===== config.mk =====
export PLATFORM = sky130hd
export DESIGN_NAME = lidar_scan_packet_decoder
export DESIGN_NICKNAME = d
export VERILOG_FILES = /design/src/lspd_pkg.sv /design/src/lspd_div.sv /design/src/lidar_scan_packet_decoder.sv
export SDC_FILE = /design/constraint.sdc
export NUM_CORES = 1
export LEC_CHECK = 0
export BUFFER_PORTS_ARGS = -buffer_cell sky130_fd_sc_hd__buf_2
export CAP_MARGIN = 20
export CORE_MARGIN = 10
export CORE_UTILIZATION = 38
export CTS_CLUSTER_DIAMETER = 40
export DETAILED_ROUTE_END_ITERATION = 7
export PLACE_DENSITY_LB_ADDON = 0.2
export SYNTH_ARGS = -nofsm -noshare
export SYNTH_HDL_FRONTEND = slang
export SYNTH_HIERARCHICAL = 1
export SYNTH_SLANG_ARGS = --single-unit

===== constraint.sdc =====
create_clock -name clk_i -period 10.6 [get_ports clk_i]
set_clock_uncertainty 0.2 [all_clocks]
set_input_delay 1.06 -clock clk_i [delete_from_list [all_inputs] [get_ports clk_i]]
set_output_delay 1.06 -clock clk_i [all_outputs]
set_load 0.03 [all_outputs]

===== src/lspd_pkg.sv =====
// Shared types and constants for the lidar scan packet decoder.
`timescale 1ns / 1ps

package lspd_pkg;

  // Fixed field widths
  localparam int unsigned ByteWidth    = 8;
  localparam int unsigned AngleWidth   = 15;
  localparam int unsigned DistWidth    = 16;
  localparam int unsigned RangeWidth   = 14;
  localparam int unsigned ZoneWidth    = 3;
  // |end - start| * (k - 1) fits in 23 bits; divisor is sample_count - 1
  localparam int unsigned ProdWidth    = AngleWidth + ByteWidth;
  localparam int unsigned DivisorWidth = ByteWidth;

  typedef logic [ByteWidth-1:0]  byte_t;
  typedef logic [AngleWidth-1:0] angle_t;
  typedef logic [ZoneWidth-1:0]  zone_t;

  // Header byte positions
  localparam byte_t IdxPacketStart = 8'd0;
  localparam byte_t IdxSampleCount = 8'd3;
  localparam byte_t IdxStartAngleHi = 8'd5;
  localparam byte_t IdxEndAngleHi  = 8'd7;
  localparam byte_t IdxLastHeader  = 8'd9;

  localparam logic [RangeWidth-1:0] RangeReset = 14'd400;
  localparam angle_t AngleMax = 15'h7FFF;

  // Zone codes
  localparam zone_t ZoneClear     = 3'd0;
  localparam zone_t ZoneFrontLeft = 3'd1;
  localparam zone_t ZoneFrontRgt  = 3'd2;
  localparam zone_t ZoneSideLeft  = 3'd3;
  localparam zone_t ZoneSideRgt   = 3'd4;

  // Open zone bounds in 1/64 degree
  localparam angle_t Z1Lo = 15'd0;     // 0 deg
  localparam angle_t Z1Hi = 15'd1920;  // 30 deg
  localparam angle_t Z2Lo = 15'd21120; // 330 deg
  localparam angle_t Z2Hi = 15'd23040; // 360 deg
  localparam angle_t Z3Lo = 15'd2560;  // 40 deg
  localparam angle_t Z3Hi = 15'd4480;  // 70 deg
  localparam angle_t Z4Lo = 15'd18560; // 290 deg
  localparam angle_t Z4Hi = 15'd20480; // 320 deg

  typedef enum logic [2:0] {
    StIdle,
    StMul,
    StLoad,
    StDiv,
    StFin
  } lspd_state_e;

endpackage


===== src/lspd_div.sv =====
// Iterative restoring divider, one quotient bit per cycle.
`timescale 1ns / 1ps

module lspd_div (
  input  logic                                 clk_i,
  input  logic                                 rst_ni,
  input  logic                                 start_i,
  input  logic [lspd_pkg::ProdWidth-1:0]       dividend_i,
  input  logic [lspd_pkg::DivisorWidth-1:0]    divisor_i,
  output logic                                 done_o,
  output logic [lspd_pkg::ProdWidth-1:0]       quotient_o
);

  localparam int unsigned DW  = lspd_pkg::ProdWidth;
  localparam int unsigned VW  = lspd_pkg::DivisorWidth;
  localparam int unsigned CW  = $clog2(DW);
  localparam logic [CW-1:0] LastStep = CW'(DW - 1);

  logic            busy_q;
  logic            done_q;
  logic [CW-1:0]   cnt_q;
  logic [DW-1:0]   quo_q, quo_d;
  logic [VW-1:0]   rem_q, rem_d;
  logic [VW-1:0]   den_q;
  logic [VW:0]     trial;
  logic [VW+1:0]   diff;
  logic            ge;

  // shared subtractor
  always_comb begin
    trial = {rem_q, quo_q[DW-1]};
    diff  = {1'b0, trial} - {2'b00, den_q};
    ge    = ~diff[VW+1];
    rem_d = ge ? diff[VW-1:0] : trial[VW-1:0];
    quo_d = {quo_q[DW-2:0], ge};
  end

  always_ff @(posedge clk_i or negedge rst_ni) begin
    if (!rst_ni) begin
      busy_q <= 1'b0;
      done_q <= 1'b0;
      cnt_q  <= '0;
    end else begin
      done_q <= 1'b0;
      if (start_i) begin
        busy_q <= 1'b1;
        cnt_q  <= '0;
      end else if (busy_q) begin
        cnt_q <= cnt_q + CW'(1);
        if (cnt_q == LastStep) begin
          busy_q <= 1'b0;
          done_q <= 1'b1;
        end
      end
    end
  end

  always_ff @(posedge clk_i) begin
    if (start_i) begin
      quo_q <= dividend_i;
      rem_q <= '0;
      den_q <= divisor_i;
    end else if (busy_q) begin
      quo_q <= quo_d;
      rem_q <= rem_d;
    end
  end

  assign done_o     = done_q;
  assign quotient_o = quo_q;

endmodule


===== src/lidar_scan_packet_decoder.sv =====
// Top level of the lidar scan packet decoder.
`timescale 1ns / 1ps

// Takes a scan packet one byte per request along with its byte index. Byte 3
// latches the sample count, bytes 4-5 and 6-7 the start and end angle (word
// shifted right by one, 1/64 degree). Every odd index above 9 closes a
// distance word and yields one sample request on the output: interpolated
// angle, raw distance (quarter mm), one-based sample number, last flag and an
// obstacle zone. Index 0 restarts the sample number. Header and idle bytes are
// taken without stalling the input. A sample byte is accepted, then the input
// stalls through the magnitude multiply, the divider load, the bit-serial
// restoring divide of the angle step (23 quotient bits, then the done flag)
// and the finish that registers the result; with a sample count of 0 or 1
// no divide is needed and the sample goes straight to the finish. A finished
// sample waits in the output register while the next bytes are taken; the
// block only stalls at the end of a new sample if that register is still
// full. The obstacle range register resets to 400 mm; the user must write it
// via cfg_we_i/cfg_wdata_i only while idle, which the block does not enforce.

module lidar_scan_packet_decoder (
  input  logic                                clk_i,
  input  logic                                rst_ni,
  // configuration
  input  logic                                cfg_we_i,
  input  logic [lspd_pkg::RangeWidth-1:0]     cfg_wdata_i,
  // byte requests
  input  logic                                in_valid_i,
  output logic                                in_stall_o,
  input  logic [7:0]                          data_byte_i,
  input  logic [7:0]                          byte_index_i,
  // sample requests
  output logic                                out_valid_o,
  input  logic                                out_stall_i,
  output logic [14:0]                         angle_q6_o,
  output logic [15:0]                         distance_q2_o,
  output logic [7:0]                          sample_number_o,
  output logic                                last_sample_o,
  output logic [2:0]                          zone_o
);

  localparam int unsigned PW = lspd_pkg::ProdWidth;
  localparam int unsigned SW = PW + 2; // signed sum, room for sign

  lspd_pkg::lspd_state_e state_q, state_d;

  // header state
  logic [lspd_pkg::RangeWidth-1:0] range_q;
  lspd_pkg::byte_t   count_q;
  lspd_pkg::angle_t  start_q;
  lspd_pkg::angle_t  end_q;
  lspd_pkg::byte_t   hold_q;
  lspd_pkg::byte_t   counter_q;

  // per-sample work registers
  logic [15:0]       word_q;
  lspd_pkg::byte_t   k_q;
  lspd_pkg::byte_t   km1_q;
  logic              last_q;
  logic              direct_q;
  logic              neg_q;
  lspd_pkg::angle_t  mag_q;
  logic [PW-1:0]     prod_q;

  // output register
  logic              out_valid_q;
  lspd_pkg::angle_t  angle_q;
  logic [15:0]       dist_q;
  lspd_pkg::byte_t   num_q;
  logic              olast_q;
  lspd_pkg::zone_t   zone_q;

  logic              in_acc;
  logic              is_sample;
  logic [15:0]       word;
  lspd_pkg::byte_t   k_next;
  logic [15:0]       diff;
  logic              div_start;
  logic              div_done;
  logic [PW-1:0]     quo;
  logic              out_free;
  logic              load_out;
  logic [SW-1:0]     sum;
  lspd_pkg::angle_t  angle;
  lspd_pkg::zone_t   zone;
  logic              dist_hit;

  assign in_acc    = in_valid_i && !in_stall_o;
  assign is_sample = (byte_index_i > lspd_pkg::IdxLastHeader) && byte_index_i[0];
  assign word      = {data_byte_i, hold_q};
  assign k_next    = (counter_q != 8'hFF) ? counter_q + 8'd1 : counter_q;
  assign diff      = {1'b0, end_q} - {1'b0, start_q};
  assign out_free  = !out_valid_q || !out_stall_i;

  // ---------------------------------------------------------------- sequencer
  always_comb begin
    state_d = state_q;
    case (state_q)
      lspd_pkg::StIdle: begin
        if (in_acc && is_sample) begin
          state_d = (count_q <= 8'd1) ? lspd_pkg::StFin : lspd_pkg::StMul;
        end
      end
      lspd_pkg::StMul:  state_d = lspd_pkg::StLoad;
      lspd_pkg::StLoad: state_d = lspd_pkg::StDiv;
      lspd_pkg::StDiv: begin
        if (div_done) begin
          state_d = lspd_pkg::StFin;
        end
      end
      lspd_pkg::StFin: begin
        if (out_free) begin
          state_d = lspd_pkg::StIdle;
        end
      end
      default: state_d = lspd_pkg::StIdle;
    endcase
  end

  always_comb begin
    in_stall_o = 1'b1;
    div_start  = 1'b0;
    load_out   = 1'b0;
    case (state_q)
      lspd_pkg::StIdle: in_stall_o = 1'b0;
      lspd_pkg::StLoad: div_start  = 1'b1;
      lspd_pkg::StFin:  load_out   = out_free;
      default: ;
    endcase
  end

  always_ff @(posedge clk_i or negedge rst_ni) begin
    if (!rst_ni) begin
      state_q <= lspd_pkg::StIdle;
    end else begin
      state_q <= state_d;
    end
  end

  // ---------------------------------------------------------- header capture
  always_ff @(posedge clk_i or negedge rst_ni) begin
    if (!rst_ni) begin
      range_q   <= lspd_pkg::RangeReset;
      count_q   <= '0;
      start_q   <= '0;
      end_q     <= '0;
      hold_q    <= '0;
      counter_q <= '0;
    end else begin
      if (cfg_we_i) begin
        range_q <= cfg_wdata_i;
      end
      if (in_acc) begin
        hold_q <= data_byte_i;
        case (byte_index_i)
          lspd_pkg::IdxPacketStart:  counter_q <= '0;
          lspd_pkg::IdxSampleCount:  count_q   <= data_byte_i;
          lspd_pkg::IdxStartAngleHi: start_q   <= word[15:1];
          lspd_pkg::IdxEndAngleHi:   end_q     <= word[15:1];
          default: begin
            if (is_sample) begin
              counter_q <= k_next;
            end
          end
        endcase
      end
    end
  end

  // sample operands, latched on the closing byte
  always_ff @(posedge clk_i) begin
    if (in_acc && is_sample) begin
      word_q   <= word;
      k_q      <= k_next;
      km1_q    <= k_next - 8'd1;
      last_q   <= (k_next == count_q);
      direct_q <= (count_q <= 8'd1);
      neg_q    <= diff[15];
      mag_q    <= diff[15] ? 15'(-diff) : diff[14:0];
    end
    if (state_q == lspd_pkg::StMul) begin
      prod_q <= PW'(mag_q) * PW'(km1_q);
    end
  end

  // angle step: |end - start| * (k - 1) / (count - 1)
  lspd_div u_div (
    .clk_i      (clk_i),
    .rst_ni     (rst_ni),
    .start_i    (div_start),
    .dividend_i (prod_q),
    .divisor_i  (count_q - 8'd1),
    .done_o     (div_done),
    .quotient_o (quo)
  );

  // ------------------------------------------------------------- finish stage
  always_comb begin
    if (neg_q) begin
      sum = {{(SW-lspd_pkg::AngleWidth){1'b0}}, start_q} - {2'b00, quo};
    end else begin
      sum = {{(SW-lspd_pkg::AngleWidth){1'b0}}, start_q} + {2'b00, quo};
    end
    if (direct_q) begin
      angle = start_q;
    end else if (sum[SW-1]) begin
      angle = '0;
    end else if (sum[SW-2:lspd_pkg::AngleWidth] != '0) begin
      angle = lspd_pkg::AngleMax;
    end else begin
      angle = sum[lspd_pkg::AngleWidth-1:0];
    end
  end

  // obstacle test, zones checked in priority order
  always_comb begin
    dist_hit = (word_q != 16'd0) && (word_q < {range_q, 2'b00});
    zone     = lspd_pkg::ZoneClear;
    if (dist_hit) begin
      if (angle > lspd_pkg::Z1Lo && angle < lspd_pkg::Z1Hi) begin
        zone = lspd_pkg::ZoneFrontLeft;
      end else if (angle > lspd_pkg::Z2Lo && angle < lspd_pkg::Z2Hi) begin
        zone = lspd_pkg::ZoneFrontRgt;
      end else if (angle > lspd_pkg::Z3Lo && angle < lspd_pkg::Z3Hi) begin
        zone = lspd_pkg::ZoneSideLeft;
      end else if (angle > lspd_pkg::Z4Lo && angle < lspd_pkg::Z4Hi) begin
        zone = lspd_pkg::ZoneSideRgt;
      end
    end
  end

  // ------------------------------------------------------------ output stage
  always_ff @(posedge clk_i or negedge rst_ni) begin
    if (!rst_ni) begin
      out_valid_q <= 1'b0;
    end else if (load_out) begin
      out_valid_q <= 1'b1;
    end else if (!out_stall_i) begin
      out_valid_q <= 1'b0;
    end
  end

  always_ff @(posedge clk_i) begin
    if (load_out) begin
      angle_q <= angle;
      dist_q  <= word_q;
      num_q   <= k_q;
      olast_q <= last_q;
      zone_q  <= zone;
    end
  end

  assign out_valid_o     = out_valid_q;
  assign angle_q6_o      = angle_q;
  assign distance_q2_o   = dist_q;
  assign sample_number_o = num_q;
  assign last_sample_o   = olast_q;
  assign zone_o          = zone_q;

endmodule


==> results of run 1 <==
routing by layer:
metal  GRT usage (%)  vias up
li1                -     5703
met1            20.9     5764
met2            23.7      258
met3            2.87       55
met4            4.33        0
met5               0        -
metrics by stage:
| stage | utilization (%) | worst slack (ps) |
|---|---|---|
| floorplan | - | 5270 |
| global placement | 40.6 | 4800 |
| detailed placement | 40.6 | 4780 |
| CTS | 43.4 | 4760 |
| global route | 43.4 | 4380 |
| finish | 43.4 | 4760 |
kinds of logic (layout without fill, tap and decap cells):
logic type	after synthesis	in the layout	share of synthesized area [%]
AO/OA/AOI/OAI	301	301	12.2
XOR/XNOR	80	80	4.26
adder cells (fa/ha/maj)	198	198	18.8
buffers and inverters	244	348	5.72
flip-flops	234	234	39.8
multiplexers	76	76	5.18
AND/OR/NAND/NOR	463	463	14.0
power by group through the flow:
stage | Combinational, µW | Clock (µW) | Sequential, µW
global route | 2700 | 1240 | 1560
detailed placement | 2370 | 0 | 1540
floorplan | 1870 | 0 | 1480
global placement | 2340 | 0 | 1540
CTS | 2400 | 1190 | 1530
finish | 2370 | 1170 | 1530
synth_stat cells (all sizes together) (6+ instances only):
library cell  number
nand4             12
nor2              74
clkbuf            37
mux2              70
or4                6
a21o              15
a21oi             64
or3               13
a21boi             9
ha               116
nand2            158
or2               10
nor2b             21
dfrtp             76
nor3              27
o21ai             92
o211ai             7
and2              57
o22ai              8
edfxtp           147
nor3b              7
o21a              11
dfxtp              8
a31oi              7
mux2i              6
buf               13
a211oi            10
o31ai             16
o21bai             6
xor2              22
inv              194
nand3             26
xnor2             58
fa                82
nand2b            21
o41ai              6
and3               6
nor4              12
critical path, stage by stage (launching register included):
cell	delay (ps)
sky130_fd_sc_hd__edfxtp_1	570
sky130_fd_sc_hd__and2_1	240
sky130_fd_sc_hd__fa_1	460
sky130_fd_sc_hd__fa_1	540
sky130_fd_sc_hd__inv_1	50
sky130_fd_sc_hd__fa_1	470
sky130_fd_sc_hd__fa_1	540
sky130_fd_sc_hd__inv_1	40
sky130_fd_sc_hd__ha_1	320
sky130_fd_sc_hd__inv_1	60
sky130_fd_sc_hd__o21ai_0	80
sky130_fd_sc_hd__a21oi_1	220
sky130_fd_sc_hd__o21ai_0	110
sky130_fd_sc_hd__a21oi_1	230
sky130_fd_sc_hd__nor2b_1	90
sky130_fd_sc_hd__o31ai_1	450
sky130_fd_sc_hd__a211o_1	230
sky130_fd_sc_hd__o2111ai_1	150
sky130_fd_sc_hd__a31o_2	260
sky130_fd_sc_hd__a21oi_1	170
sky130_fd_sc_hd__xnor2_1	90
area by class of cell:
class / count / area, µm²
Tap cell: 585 / 732
Multi-Input combinational cell: 1118 / 8980
Clock buffer: 42 / 933
Fill cell: 4168 / 24300
Clock inverter: 24 / 255
Timing Repair Buffer: 88 / 465
Inverter: 194 / 728
Sequential cell: 234 / 6560
final timing paths:
path / to / start / cells past startpoint
worst min-delay path: range_q[0] / rst_ni / 1
max in group asynchronous: u_div/busy_q / rst_ni / 2
min in group clk_i: sample_number_o[0] / k_q[0] / 0
worst min register to register: sample_number_o[0] / k_q[0] / 0
worst max register to register: prod_q[22] / km1_q[4] / 20
worst max-delay path: prod_q[22] / km1_q[4] / 20
sequential cells by signal, summed over array words and instances, names as in the netlist, 3 cells and up:
register and count:
sample_number_o 8, start_q 15, u_div/rem_q 8, state_q 3
word_q 16, angle_q6_o 15, range_q 14, u_div/den_q 8
k_q 8, hold_q 8, prod_q 23, distance_q2_o 16
counter_q 8, km1_q 8, zone_o 3, count_q 8
u_div/quotient_o 23, mag_q 15, u_div/cnt_q 5, end_q 15
==> summary.md, run 1 <==
| Metric | Value |
|---|---|
| Post-route worst hold slack | between 150 and 200 ps |
| Routed wl met3 | around 1900 µm |
| Post-synthesis instance area | about 0.016 mm² |
| Category of the worst setup path capture point | register |
| Sum of negative setup slack | 0 ps |
| Combinational power share | between 40 and 50% |
| Average detailed-routed wire length per instance | about 17 µm |
| Max-cap violation count | 0 |
| Via count of the first global-routing pass | between 10k and 15k |
| Part of the power in the clock network | 23.0% |
| Largest voltage drop on the vdd net | roughly 0.00013 V |
| Overall global routing resource usage | approximately 15% |
| Clock Pin Slew Worst Setup and Hold Paths | 60 ps |
| Detailed-route wire length on metal 1 | about 19,000 µm |
| Leakage power | between 0.008 and 0.009 µW |
| Cell taking the most area after synthesis | sky130_fd_sc_hd__edfxtp_1 |
| Number of cells after detailed placement | between 2k and 2.5k |
| Upper clock frequency limit | 0.171 GHz |
| Fraction of final layout cells sized beyond drive strength 1 | between 10% and 20% |
| Antenna violations before repair | 0 |
| Power Internal | between 3000 and 4000 µW |
| Detailed Route Iter0 Violations | a little over 800 |
| Die width | about 230 µm |
| Count of different cell masters after synthesis | 83 |
| Biggest area contributors in the synthesized netlist | sky130_fd_sc_hd__edfxtp_1 (27%), sky130_fd_sc_hd__dfrtp_1 (12%), sky130_fd_sc_hd__fa_1 (10%) |
| Count of buffers inserted at the top-level ports | 79 |
| Net total in the final layout | about 1.9k |
| TritonCTS clock tree | done |
| Commonest non-fill, non-tap cell in the layout | sky130_fd_sc_hd__inv_1 |
| Worst Max-Slew Pin Slew | between 900 and 1000 ps |
| Top library cells by usage in the layout, fill and taps aside | sky130_fd_sc_hd__inv_1 (193), sky130_fd_sc_hd__nand2_1 (158), sky130_fd_sc_hd__edfxtp_1 (147), sky130_fd_sc_hd__ha_1 (116), sky130_fd_sc_hd__o21ai_0 (87) |
| Resized Gates After CTS | 0 |
| Largest net degree at the start of global routing | 68 |
| Switching share of power | approximately two fifths |
| CP Data Required Time | roughly 11,000 ps |
| Final number of max-transition violations | 0 |
| Pwr dens | 272 mW/mm² |
| Share of flip-flops with an asynchronous set or reset after synthesis | between 30% and 40% |
| Vias per inst | 5.16 |
| Total overflow reported by the global router | 0 |
| Cts-stage hold buffer count | 0 |
| Top routing layer in use | met4 |
| Cell row count | between 70 and 80 |
| Effective utilization at floorplan | between 30% and 40% |
| Inserted Clock Buffers | 36 |
| Longest Clk Path Bufs | 3 |
| Sequential share of power | between 30% and 40% |
| Setup violations, final | 0 |
| Total nets after synthesis | ~1.8k |
| Result of the run | complete, no violations |
| Post-layout instance area | between 0.015 and 0.02 mm² |
| Router iterations before antenna repair | 5 |
| Cells after synthesis | between 1.5k and 2k |
| Syn avg cell area | 10.3 µm² |
| Buffers inserted during post-CTS setup optimization | 0 |
| Sequential fraction of the synthesis area | about two fifths |
| Synthesis-to-finish area growth | 13.3% |
| Post-route minimum period | approximately 5800 ps |
| Synthesized flop and latch total | approximately 230 |
| Maximum level of the CTS H-tree | 2 |
| Sinks on Clock Net | approximately 230 |
| Final Hold Fails | 0 |
| Number of remaining DRC errors | 0 |
| Worst setup SP type | register |
| Hold/Removal Path Class | input port to asynchronous set/reset pin |
| Routability congestion estimate | roughly 0.86 |
| RSZ-0062 raised after global routing | false |
| Synth warnings | 6 |
| Area share of the largest cell type after synthesis | between 20 and 30% |
| Count of flip-flops with a built-in enable after synthesis | between 100 and 150 |
| Global-route wire length before repair | 64,400 µm |
| Count of placed standard cells in the final layout, fillers left out | around 2.3k |
| P_sw | around 2000 µW |
| Die Span Y | between 200 and 250 µm |
| Period utilization | 55.1% |
| Worst relative slew slack | 35.9% |
| FF-to-FF setup slack | between 4000 and 5000 ps |
| Met2 routed wirelength | around 18,000 µm |
| Total via count after detailed routing | approximately 12k |
| Antenna-violating nets left | 0 |
| Clock insertion delay at the later pin of the skew report | roughly 540 ps |
| Ant diodes | 0 |
| IO Pins | 80 |
| Area post-placement | 0.0175 mm² |
| Final routed wirelength across all metal layers | approximately 40,000 µm |
| Critical path peak fanout | 15 |
| Type of the worst setup path | register to register |
| Core box area | approximately 0.043 mm² |
| Power after layout | ~5000 µW |
| Post-DP HPWL | ~30,000 µm |
| Die area | around 0.052 mm² |
| Buffer cell driving the clock tree root | sky130_fd_sc_hd__clkbuf_16 |
| Data arrival time at the worst-slack endpoint | between 5000 and 6000 ps |
| Prevailing post-synth register cell | sky130_fd_sc_hd__edfxtp_1 |
Note: power is estimated with default switching activity, not from simulation.
==> run 2: changes to the inputs <==
==> constraint.sdc (replaced) <==
create_clock -name clk_i -period 5.51 [get_ports clk_i]
set_clock_uncertainty 0.2 [all_clocks]
set_input_delay 0.551 -clock clk_i [delete_from_list [all_inputs] [get_ports clk_i]]
set_output_delay 0.551 -clock clk_i [all_outputs]
set_load 0.03 [all_outputs]
==> summary.md, run 2 (same netlist as run 1, synthesis figures left out) <==
| Metric | Value |
|---|---|
| Result of the run | complete, no violations |
| Total overflow reported by the global router | 0 (unchanged) |
| Max-cap violation count | 0 (unchanged) |
| Busiest grt layer | met2 |
| Via count of the first global-routing pass | 12.0k (+1.8%) |
| IO Pins | 80 (unchanged) |
| Clock Pin Slew Worst Setup and Hold Paths | 60 ps (about the same) |
| Effective utilization at floorplan | 38.3% (unchanged) |
| Data arrival time at the worst-slack endpoint | 5270 ps (-640 ps) |
| Final routed wirelength across all metal layers | 40,800 µm (+2.2%) |
| Count of placed standard cells in the final layout, fillers left out | 2,337 (+2.3%) |
| Met3 track demand over resource | 2.51% (-0.36 points) |
| Hold/Removal Path Class | input port to register |
| Synthesis-to-finish area growth | 16.5% |
| Cell family contributing the most delay on the critical path | adder cells |
| Antenna-violating nets left | 0 (unchanged) |
| Pwr dens | 523 mW/mm² (+93%) |
| Die Span Y | 228 µm (unchanged) |
| Average detailed-routed wire length per instance | 17.5 µm (about the same) |
| Worst setup SP type | register |
| Routability congestion estimate | 0.910 (+6.1%) |
| Post-route minimum period | 5220 ps (-621 ps) |
| Global-route wire length before repair | 65,800 µm (+2.1%) |
| Post-route core utilization | 44.6% (+1.2 points) |
| Total via count after detailed routing | 11.9k (+1.4%) |
| Detailed Route Iter0 Violations | 757 (-8.1%) |
| Commonest non-fill, non-tap cell in the layout | sky130_fd_sc_hd__inv_1 |
| Library cell appearing most often on the critical path | sky130_fd_sc_hd__fa_1 |
| Upper clock frequency limit | 0.192 GHz (+12%) |
| Period utilization | 94.7% (+40 points) |
| Final Hold Fails | 0 (unchanged) |
| CP Data Required Time | 5560 ps (-5110 ps) |
| Buffers & Inverters on Critical Path | 1 (-2) |
| Maximum level of the CTS H-tree | 2 (unchanged) |
| Number of remaining DRC errors | 0 (unchanged) |
| Setup WS pre-CTS | 25.0 ps (-4760 ps) |
| Number of fill cells in the layout | 4,105 (-1.5%) |
| Power after layout | 10,000 µW (+98%) |
| Largest net degree at the start of global routing | 73 (+7.4%) |
| Max stage delay on crit path | 610 ps (+40 ps) |
| Multi-input logic area | 0.00905 mm² (+0.81%) |
| Antenna violations before repair | 0 (unchanged) |
| Critical Path, Cell by Cell | nand2_1, fa_1, fa_1, inv_1, fa_1, fa_1, ha_4, a21boi_1, o21ai_1, a21boi_1, o21ai_1, a21boi_2, o31a_1, o211ai_1, a21o_1, a31oi_1, xor2_1 |
| Longest Clk Path Bufs | 3 (unchanged) |
| Overall global routing resource usage | 15.4% (+0.31 points) |
| Largest voltage drop on the vdd net | 0.000245 V (+83%) |
| Vias per inst | 5.11 (-0.82%) |
| TritonCTS clock tree | done |
| Number of cells after detailed placement | 2,266 (+2.1%) |
| Footprint of the flip-flops and latches | 0.00656 mm² (unchanged) |
| Die width | 228 µm (unchanged) |
| Inserted Clock Buffers | 37 (+2.8%) |
| Buffer cell driving the clock tree root | sky130_fd_sc_hd__clkbuf_16 |
| Met1 Track Usage GR | 21.1% (+0.18 points) |
| Router iterations before antenna repair | 5 (unchanged) |
| RSZ-0062 raised after global routing | true |
| Sinks on Clock Net | 234 (unchanged) |
| Core box area | 0.0430 mm² (unchanged) |
| Clock insertion delay at the later pin of the skew report | 540 ps (about the same) |
| Final number of max-transition violations | 0 (unchanged) |
| Net total in the final layout | 1,957 (+2.7%) |
| Worst Max-Slew Pin Slew | 1040 ps (+84.6 ps) |
| Post-DP HPWL | 31,600 µm (+3.9%) |
| Critical path depth in cells | 17 (-15%) |
| Cell with the largest stage delay on the worst path | sky130_fd_sc_hd__fa_1 |
| Ant diodes | 0 (unchanged) |
| Sum of negative setup slack | 0 ps (unchanged) |
| Setup violations, final | 0 (unchanged) |
| Number of cells traversed by the worst hold path | 3 |
| Leakage power | 0.00842 µW (+3.4%) |
| Type of the worst setup path | register to register |
| Category of the worst setup path capture point | register |
| Fraction of final layout cells sized beyond drive strength 1 | 17.8% (+3.1 points) |
| Reg2Reg Depth | 17 (-15%) |
| Met2 capacity usage during global routing | 24.8% (+1.1 points) |
| Top library cells by usage in the layout, fill and taps aside | sky130_fd_sc_hd__inv_1 (193), sky130_fd_sc_hd__nand2_1 (158), sky130_fd_sc_hd__edfxtp_1 (147), sky130_fd_sc_hd__ha_1 (113) |
| Worst relative slew slack | 29.6% (-6.3 points) |
| Die area | 0.0520 mm² (unchanged) |
| Cell row count | 76 (unchanged) |
| Post-route setup slack | 294 ps (-4470 ps) |
| Critical path peak fanout | 8 (-7) |
| Count of buffers inserted at the top-level ports | 79 (unchanged) |
==> run 2: worst reg2reg max path, cell delays in order, from the launching register on <==
cell and delay [ps]:
sky130_fd_sc_hd__edfxtp_1 460, sky130_fd_sc_hd__nand2_1 120, sky130_fd_sc_hd__fa_1 520, sky130_fd_sc_hd__fa_1 540, sky130_fd_sc_hd__inv_1 50, sky130_fd_sc_hd__fa_1 500, sky130_fd_sc_hd__fa_1 610, sky130_fd_sc_hd__ha_4 220
sky130_fd_sc_hd__a21boi_1 130, sky130_fd_sc_hd__o21ai_1 220, sky130_fd_sc_hd__a21boi_1 130, sky130_fd_sc_hd__o21ai_1 220, sky130_fd_sc_hd__a21boi_2 80, sky130_fd_sc_hd__o31a_1 280, sky130_fd_sc_hd__o211ai_1 240, sky130_fd_sc_hd__a21o_1 170
sky130_fd_sc_hd__a31oi_1 90, sky130_fd_sc_hd__xor2_1 150
==> run 2: worst paths after layout <==
kind,from,end,slack (ps)
max in group asynchronous,rst_ni,counter_q[2],3770
worst max register to register,mag_q[0],prod_q[21],290
worst max-delay path,mag_q[0],prod_q[21],290
worst min-delay path,cfg_wdata_i[5],range_q[5],30
min in group asynchronous,rst_ni,range_q[11],170
worst min register to register,k_q[3],sample_number_o[3],220
==> run 2: area by class of cell <==
class / instances / area share (%)
Clock buffer: 43 / 5.06
Clock inverter: 24 / 1.46
Inverter: 194 / 3.80
Multi-Input combinational cell: 1118 / 47.2
Sequential cell: 234 / 34.2
Tap cell: 585 / 3.82
Timing Repair Buffer: 139 / 4.45
==> run 2: report_power, final <==
group | switching, µW | internal (µW) | total, µW
Clock | 887 | 1440 | 2330
Sequential | 352 | 2550 | 2900
Combinational | 2670 | 2130 | 4800
Total | 3910 | 6120 | 10000
==> run 2: repair_timing <==
| action | 4_1_cts | 5_1_grt |
|---|---|---|
| cloned | 0 | 0 |
| hold buffers | 2 | 0 |
| hold endpoints to repair | 8 | 0 |
| resized for setup | 0 | 19 |
| endpoints found under the setup margin | 1 | 10 |
| pin swaps | 1 | 10 |
| setup buffers | 0 | 2 |
==> run 2: metrics by stage <==
stage | hold slack (ps) | area [µm²]
after floorplan | 55.4 | 16500
after global placement | 172 | 17800
after detailed placement | 178 | 17800
after CTS | 3.08 | 19100
after global routing | 18.2 | 19200
final | 27.1 | 19200
==> run 2: metal layers <==
metal	vias to the layer above	wire (µm)
li1	5803	-
met4	0	899
met5	-	0
met3	61	1640
met2	260	18800
met1	5825	19400
==> run 3: changes to the inputs <==
--- a/config.mk
+++ b/config.mk
@@ -11,6 +11,7 @@
 export CORE_UTILIZATION = 38
 export CTS_CLUSTER_DIAMETER = 40
 export DETAILED_ROUTE_END_ITERATION = 7
+export HOLD_SLACK_MARGIN = 0.06
 export PLACE_DENSITY_LB_ADDON = 0.2
 export SYNTH_ARGS = -nofsm -noshare
 export SYNTH_HDL_FRONTEND = slang
==> summary.md, run 3 (same netlist as run 1, synthesis figures left out) <==
| Metric | Value |
|---|---|
| Result of the run | complete, no violations |
| Final number of max-transition violations | 0 (unchanged) |
| Sinks on Clock Net | 234 (unchanged) |
| Hold/Removal Path Class | input port to register |
| Commonest non-fill, non-tap cell in the layout | sky130_fd_sc_hd__inv_1 |
| Top library cells by usage in the layout, fill and taps aside | sky130_fd_sc_hd__inv_1 (193), sky130_fd_sc_hd__nand2_1 (158), sky130_fd_sc_hd__edfxtp_1 (147), sky130_fd_sc_hd__ha_1 (113) |
| Count of placed standard cells in the final layout, fillers left out | 2,351 (+0.60%) |
| Source of the worst register-to-register timing path | mag_q[0] |
| Routability congestion estimate | 0.910 (unchanged) |
| Global-route wire length before repair | 66,000 µm (+0.29%) |
| Synthesis-to-finish area growth | 17.4% |
| FF-to-FF setup slack | 290 ps (about the same) |
| Worst setup SP type | register |
| Effective utilization at floorplan | 38.3% (unchanged) |
| Net total in the final layout | 1,971 (+0.72%) |
| Worst Max-Slew Pin Slew | 1040 ps (-7.19 ps) |
| Clock insertion delay at the later pin of the skew report | 550 ps (about the same) |
| Pwr dens | 520 mW/mm² (-0.63%) |
| Average detailed-routed wire length per instance | 17.4 µm (-0.11%) |
| Start point of the worst min-delay path | out_stall_i |
| Total via count after detailed routing | 12.0k (+0.49%) |
| Worst reg2reg endpoint | prod_q[21] |
| Vias per inst | 5.11 (-0.11%) |
| Post-route minimum period | 5220 ps (+2.60 ps) |
| Antenna violations before repair | 0 (unchanged) |
| Number of cells traversed by the worst hold path | 3 (unchanged) |
| Number of remaining DRC errors | 0 (unchanged) |
| Upper clock frequency limit | 0.192 GHz (about the same) |
| Clock Pin Slew Worst Setup and Hold Paths | 60 ps (about the same) |
| Leakage power | 0.00848 µW (+0.69%) |
| Post-DP HPWL | 31,600 µm (unchanged) |
| Maximum level of the CTS H-tree | 2 (unchanged) |
| Setup violations, final | 0 (unchanged) |
| Ant diodes | 0 (unchanged) |
| Overall global routing resource usage | 15.5% (+0.040 points) |
| Cell row count | 76 (unchanged) |
| Number of fill cells in the layout | 4,090 (-0.37%) |
| Core box area | 0.0430 mm² (unchanged) |
| Number of cells after detailed placement | 2,266 (unchanged) |
| Final routed wirelength across all metal layers | 41,000 µm (+0.49%) |
| Final Hold Fails | 0 (unchanged) |
| Longest Clk Path Bufs | 3 (unchanged) |
| Busiest grt layer | met2 |
| Period utilization | 94.7% (about the same) |
| Category of the worst setup path capture point | register |
| Count of buffers inserted at the top-level ports | 79 (unchanged) |
| Setup WS pre-CTS | 25.0 ps (unchanged) |
| Met1 Track Usage GR | 21.1% (about the same) |
| Largest net degree at the start of global routing | 73 (unchanged) |
| Max-cap violation count | 0 (unchanged) |
| CP Data Required Time | 5560 ps (about the same) |
| Via count of the first global-routing pass | 12.0k (+0.33%) |
| Largest voltage drop on the vdd net | 0.000245 V (about the same) |
| Router iterations before antenna repair | 6 (+1) |
| Worst relative slew slack | 30.0% (+0.49 points) |
| Die area | 0.0520 mm² (unchanged) |
| Post-route setup slack | 291 ps (-2.60 ps) |
| IO Pins | 80 (unchanged) |
| Critical path peak fanout | 8 (unchanged) |
| RSZ-0062 raised after global routing | true |
| Inserted Clock Buffers | 37 (unchanged) |
| Antenna-violating nets left | 0 (unchanged) |
| Endpoint of the worst hold-timing path | out_valid_o |
| Reg2Reg Depth | 17 (unchanged) |
| Type of the worst setup path | register to register |
| Met2 capacity usage during global routing | 24.9% (+0.11 points) |
| Data arrival time at the worst-slack endpoint | 5270 ps (about the same) |
| Die width | 228 µm (unchanged) |
| Fraction of final layout cells sized beyond drive strength 1 | 17.6% (-0.14 points) |
| TritonCTS clock tree | done |
| Met3 track demand over resource | 2.53% (+0.025 points) |
| Die Span Y | 228 µm (unchanged) |
| Post-route core utilization | 44.9% (+0.33 points) |
| Buffer cell driving the clock tree root | sky130_fd_sc_hd__clkbuf_16 |
| Detailed Route Iter0 Violations | 759 (+0.26%) |
| Post-route worst hold slack | 107 ps (+80.1 ps) |
| Total overflow reported by the global router | 0 (unchanged) |
==> run 3: cell count changes in the layout (fill, tap and decap cells not counted) <==
cell	delta
sky130_fd_sc_hd__dlygate4sd3_1	+14
==> run 3: layout make-up <==
| cell class | count | area [µm²] | area share [%] |
|---|---|---|---|
| clock buffers | 43 | 970 | 5.02 |
| clock inverters | 24 | 279 | 1.45 |
| inverters | 194 | 728 | 3.77 |
| multi-input cells | 1118 | 9050 | 46.9 |
| flip-flops and latches | 234 | 6560 | 34.0 |
| well taps | 585 | 732 | 3.79 |
| repair buffers | 153 | 993 | 5.15 |
==> run 3: repair_timing <==
action	CTS	global route
gates resized for setup	0	19
endpoints found under the setup margin	1	10
hold buffers	16	0
pin swaps	1	10
hold endpoints to repair	22	0
buffers inserted	0	2
==> run 3: worst max-delay path by stage <==
stage	from	to	slack [ps]	depth (start not counted)
finish	mag_q[0]	prod_q[21]	290	17
global route	km1_q[4]	prod_q[21]	-70	23
CTS	mag_q[1]	prod_q[22]	3	21
detailed placement	mag_q[1]	prod_q[22]	20	21
global placement	mag_q[1]	prod_q[22]	130	21
floorplan	km1_q[3]	prod_q[22]	180	21
==> run 3: through the flow <==
| step | cell area [µm²] | total power, µW | setup TNS [ps] |
|---|---|---|---|
| 2_1_floorplan | 16500 | 6440 | 0 |
| 3_3_place_gp | 17800 | 7530 | 0 |
| 3_5_place_dp | 17800 | 7580 | 0 |
| 4_1_cts | 19200 | 9990 | 0 |
| 5_1_grt | 19300 | 10900 | -146 |
| 6_report | 19300 | 10000 | 0 |
==> run 3: report_power, final <==
group / switching, µW / internal (µW)
Combinational: 2670 / 2140
Sequential: 352 / 2550
Clock: 887 / 1440
Total: 3910 / 6130
==> run 3: worst max-delay path: stages, from the launching register on <==
cell and delay [ps]:
sky130_fd_sc_hd__edfxtp_1 460, sky130_fd_sc_hd__nand2_1 120, sky130_fd_sc_hd__fa_1 520, sky130_fd_sc_hd__fa_1 540, sky130_fd_sc_hd__inv_1 50, sky130_fd_sc_hd__fa_1 500
sky130_fd_sc_hd__fa_1 610, sky130_fd_sc_hd__ha_4 220, sky130_fd_sc_hd__a21boi_1 130, sky130_fd_sc_hd__o21ai_1 220, sky130_fd_sc_hd__a21boi_1 130, sky130_fd_sc_hd__o21ai_1 220
sky130_fd_sc_hd__a21boi_2 80, sky130_fd_sc_hd__o31a_1 280, sky130_fd_sc_hd__o211ai_1 240, sky130_fd_sc_hd__a21o_1 170, sky130_fd_sc_hd__a31oi_1 90, sky130_fd_sc_hd__xor2_1 150
==> run 3: routing by layer <==
layer | wire length (µm) | share of wire (%)
met5 | 0 | 0
met2 | 19000 | 46
met1 | 19500 | 48
met4 | 879 | 2.1
met3 | 1670 | 4.1
